<file path="src/design/tkri_pkg.sv">
// shared types and constants for the ranked record table
package tkri_pkg;

  localparam int unsigned DEPTH      = 64;
  localparam int unsigned IDX_W      = 6;
  localparam int unsigned GRP_W      = 3;
  localparam int unsigned GRP        = 2 ** GRP_W;
  localparam int unsigned GSEL_W     = IDX_W - GRP_W;
  localparam int unsigned NUM_GROUPS = (DEPTH + GRP - 1) / GRP;
  localparam int unsigned MAX_GROUPS = 2 ** GSEL_W;
  localparam int unsigned RD_GROUPS  = (NUM_GROUPS < MAX_GROUPS) ? NUM_GROUPS : MAX_GROUPS;

  typedef enum logic {
    KIND_INSERT = 1'b0,
    KIND_READ   = 1'b1
  } kind_e;

  typedef struct packed {
    logic [63:0] name_head;
    logic [31:0] name_tail;
    logic [30:0] visits;
    logic [30:0] stay_time;
  } rec_t;

  typedef struct packed {
    logic beats;
    rec_t rec;
  } link_t;

endpackage

</file>
<file path="src/design/tkri_cell.sv">
// one ranked slot: compares against the new record and shifts from its neighbor
module tkri_cell (
  input  logic           clk_i,
  input  logic           rst_ni,
  input  logic           ins_en_i,
  input  tkri_pkg::rec_t new_rec_i,
  input  tkri_pkg::link_t link_i,
  output tkri_pkg::link_t link_o
);
  import tkri_pkg::*;

  rec_t rec_q, rec_d;
  logic beats;

  assign beats = (new_rec_i.visits > rec_q.visits) ||
                 ((new_rec_i.visits == rec_q.visits) &&
                  (new_rec_i.stay_time > rec_q.stay_time));

  always_comb begin
    rec_d = rec_q;
    if (ins_en_i && beats) begin
      rec_d = link_i.beats ? link_i.rec : new_rec_i;
    end
  end

  always_ff @(posedge clk_i or negedge rst_ni) begin
    if (!rst_ni) begin
      rec_q <= '0;
    end else begin
      rec_q <= rec_d;
    end
  end

  assign link_o.beats = beats;
  assign link_o.rec   = rec_q;

  // table stays sorted, so beating the slot above implies beating this one
  a_sorted: assert property (@(posedge clk_i) disable iff (!rst_ni)
    link_i.beats |-> beats) else $error("ranking order broken");

  a_take_new: assert property (@(posedge clk_i) disable iff (!rst_ni)
    (ins_en_i && beats && !link_i.beats) |=> (rec_q == $past(new_rec_i)))
    else $error("insert slot did not take new record");

  a_hold: assert property (@(posedge clk_i) disable iff (!rst_ni)
    !(ins_en_i && beats) |=> $stable(rec_q)) else $error("slot changed without insert");

endmodule

</file>
<file path="config.mk">
export PLATFORM = sky130hd
export DESIGN_NAME = tkri_cell
export DESIGN_NICKNAME = d
export VERILOG_FILES = /design/src/design/tkri_pkg.sv /design/src/design/tkri_cell.sv
export SDC_FILE = /design/constraint.sdc
export NUM_CORES = 1
export LEC_CHECK = 0
export ABC_AREA = 1
export BUFFER_PORTS_ARGS = -buffer_cell sky130_fd_sc_hd__buf_2
export CORE_AREA = 2 2 186 188
export DETAILED_ROUTE_END_ITERATION = 6
export DIE_AREA = 0 0 188 190
export GPL_TIMING_DRIVEN = 0
export PLACE_DENSITY = 0.61
export SLEW_MARGIN = 15
export SYNTH_ARGS = -nofsm -noshare
export SYNTH_HDL_FRONTEND = slang
export SYNTH_SLANG_ARGS = --single-unit
</file>
<file path="constraint.sdc">
create_clock -name clk_i -period 5.2 [get_ports clk_i]
set_input_delay 0.26 -clock clk_i [delete_from_list [all_inputs] [get_ports clk_i]]
set_output_delay 0.26 -clock clk_i [all_outputs]
set_load 0.1 [all_outputs]
</file>
==> results.sh <==
export IMPL_hold_class="primary input to flip-flop"
export IMPL_cp_common_cell="nand2_1"
export IMPL_worst_r2r_path_depth=14
export IMPL_crit_slowest_cell="buf_2"
export IMPL_antenna_found_initial=1
export IMPL_die_w_um=188
export IMPL_timing_setup_tns_ns=0
export IMPL_synth_top_cell_by_area="dfrtp_1"
export IMPL_yosysSeqAreaShare_pct=39.8
export IMPL_ys_ff_latch=158
export IMPL_layout_min_cycle_time_ns=3.49
export IMPL_final_cell_mix="486 x buf_2, 414 x nand2_1, 163 x nand3_1"
export IMPL_path_buf_inv=5
export IMPL_post_route_drc_count=0
export IMPL_holdCritStartpoint="link_i[0]"
export IMPL_crit_cells=13
export IMPL_grt_setup_unrepaired="no"
export IMPL_ys_top_cells_by_area="dfrtp_1 40%, mux2_2 18%, nand2_1 16%"
export IMPL_maxSlewViolCount=0
export IMPL_syn2layout_area_growth_pct=36.3
export IMPL_clockBufferDepth=2
export IMPL_route_vias_total=9836
export IMPL_crit_chain="inv_1 > ha_1 > nand4_1 > inv_2 > nand2_1 > nor2_1 > nand2_1 > a21oi_1 > nand2_1 > nand2_2 > buf_2 > buf_4 > buf_2"
export IMPL_max_freq_mhz=287
export IMPL_num_nets_final=2058
export IMPL_netlist_instances=1179
export IMPL_post_cts_buffers=0
export IMPL_start_util_pct=29.3
export IMPL_grt_max_degree=100
export IMPL_grt_pass1_vias=9713
export IMPL_avgSynthCellArea_um2=8.42
export IMPL_drive_gt1_share_pct=41.7
export IMPL_firstDrtPassIters=5
export IMPL_wl_per_cell_um=16.6
export IMPL_cp_slowest_stage_delay_ns=0.41
export IMPL_via_per_inst=4.59
export IMPL_largest_reg_flops=158
export IMPL_maxCapViolCount=0
export IMPL_root_buffer="clkbuf_16"
export IMPL_yosysWarnings=0
export IMPL_fp_coreArea_mm2=0.0339
export IMPL_numCtsBuffers=17
export IMPL_r2r_end="link_o[98]"
export IMPL_worstSetupEndpoint="link_o[158]"
export IMPL_pin_count=479
export IMPL_setup_viol=0
export IMPL_drt_iter0_drc=383
export IMPL_maxSlewHeadroom_pct=35.4
export IMPL_yosysTopAreaCellShare_pct=39.8
export IMPL_status="finished clean"
export IMPL_gr_usage_all_layers_pct=19.6
export IMPL_netlist_area_mm2=0.00993
export IMPL_start_kind="flip-flop"
export IMPL_cp_max_fo=10
export IMPL_rows=68
export IMPL_finalCritPeriodShare_pct=67.0
export IMPL_crit_family="buffers and inverters"
export IMPL_end_kind="primary output"
export IMPL_rr_startpoint="link_o[61]"
export IMPL_n_antenna_cell=0
export IMPL_layout_commonest_cell="buf_2"
export IMPL_cts_tree="built"
export IMPL_synth_cell_types=21
export IMPL_gr_total_overflow=0
export IMPL_die_h_um=190
export IMPL_ant_nets=0
export IMPL_finalHoldViolations=0
export IMPL_grt_pass1_wl_mm=53.9
export IMPL_gp_congestion=0.833
export IMPL_cts_sinks=158
export IMPL_ctsResizeCount=0
export IMPL_r2r_slack_ns=2.45
export IMPL_cts_max_level=4
export IMPL_worst_clock_skew_ns=0.0139
export IMPL_postCtsHoldBufs=1
export IMPL_clock_latency_ns=0.45
export IMPL_path_clk_slew_ns=0.07
export IMPL_crit_required_ns=4.94
export IMPL_dieArea_mm2=0.0357
export IMPL_wl_mm=35.6
export IMPL_portBuffers=476
export IMPL_synth_nets=1561
export IMPL_cp_data_arrival_time_ns=3.23
export IMPL_startpoint="link_o[61]"
export IMPL_worst_pin_slew_ns=0.968
export IMPL_critPathKind="flip-flop to primary output"
export IMPL_dp_hpwl_mm=28.0
[layer usage]
metal  part of all wire, %  global-route usage [%]
met5                 0.037                       0
met1                    42                    23.8
met2                    49                    33.8
met3                   7.5                    5.79
met4                   2.0                    5.75
[through the flow]
step | std cells | cell area, µm² | hold WS [ns] | worst slack, ns | util [%]
floorplan | 1179 | 9930 | -0.0356 | 2.43 | -
global placement | 2110 | 12900 | 0.449 | 1.24 | 38.0
detailed placement | 2111 | 12900 | 0.233 | 2.20 | 38.1
CTS | 2144 | 13500 | 0.137 | 1.68 | 39.9
global route | 2144 | 13500 | 0.158 | 1.46 | 39.9
finish | 2144 | 13500 | 0.165 | 1.71 | 39.9
[worst min-delay path by stage]
stage / cells past startpoint / to / slack (ns)
3_3_place_gp: 2 / link_o[73] / 0.45
2_1_floorplan: 0 / link_o[0] / -0.04
6_report: 5 / link_o[0] / 0.17
5_1_grt: 4 / link_o[139] / 0.16
3_5_place_dp: 1 / link_o[42] / 0.23
4_1_cts: 5 / link_o[0] / 0.14
[cell usage after synthesis]
cell and instances:
nor2_1 25, nand4_1 4, a21oi_1 20, a21o_1 4, ha_1 62, and2_1 1, nand2_2 2, buf_2 11
buf_4 14, nor3_1 1, dfrtp_1 158, mux2_2 156, o21ai_0 2, buf_6 12, and3_1 1, inv_2 1
nand3b_1 2, nand2_1 414, nand3_1 163, inv_1 92, clkbuf_1 34
[layout make-up]
cell class	count	area, µm²
Inverter	93	349
Clock buffer	20	457
Tap cell	455	569
Sequential cell	158	3950
Buffer	71	423
Timing Repair Buffer	478	2430
Fill cell	3505	20400
Clock inverter	12	146
Multi-Input combinational cell	857	5210
[worst reg2reg max path: stages (launching register included)]
cell	delay (ns)
dfrtp_1	0.37
inv_1	0.12
ha_1	0.37
nand4_1	0.19
inv_2	0.11
nand2_1	0.05
nor2_1	0.09
nand2_1	0.17
a21oi_1	0.16
nand2_1	0.08
nand2_2	0.21
buf_4	0.30
buf_4	0.24
nand3_1	0.13
nand2_1	0.11
[cell families (layout without fill, tap and decap cells)]
family / count (synthesis) / count (layout) / share of synthesized area (%)
AO/OA/AOI/OAI: 26 / 26 / 1.41
multiplexers: 156 / 156 / 17.7
flip-flops: 158 / 158 / 39.8
buffers and inverters: 164 / 674 / 7.77
adder cells (fa/ha/maj): 62 / 62 / 7.81
AND/OR/NAND/NOR: 613 / 613 / 25.5
Power is not shown: default switching activity piles up to over one toggle a cycle in this logic, so the estimate is an artifact.
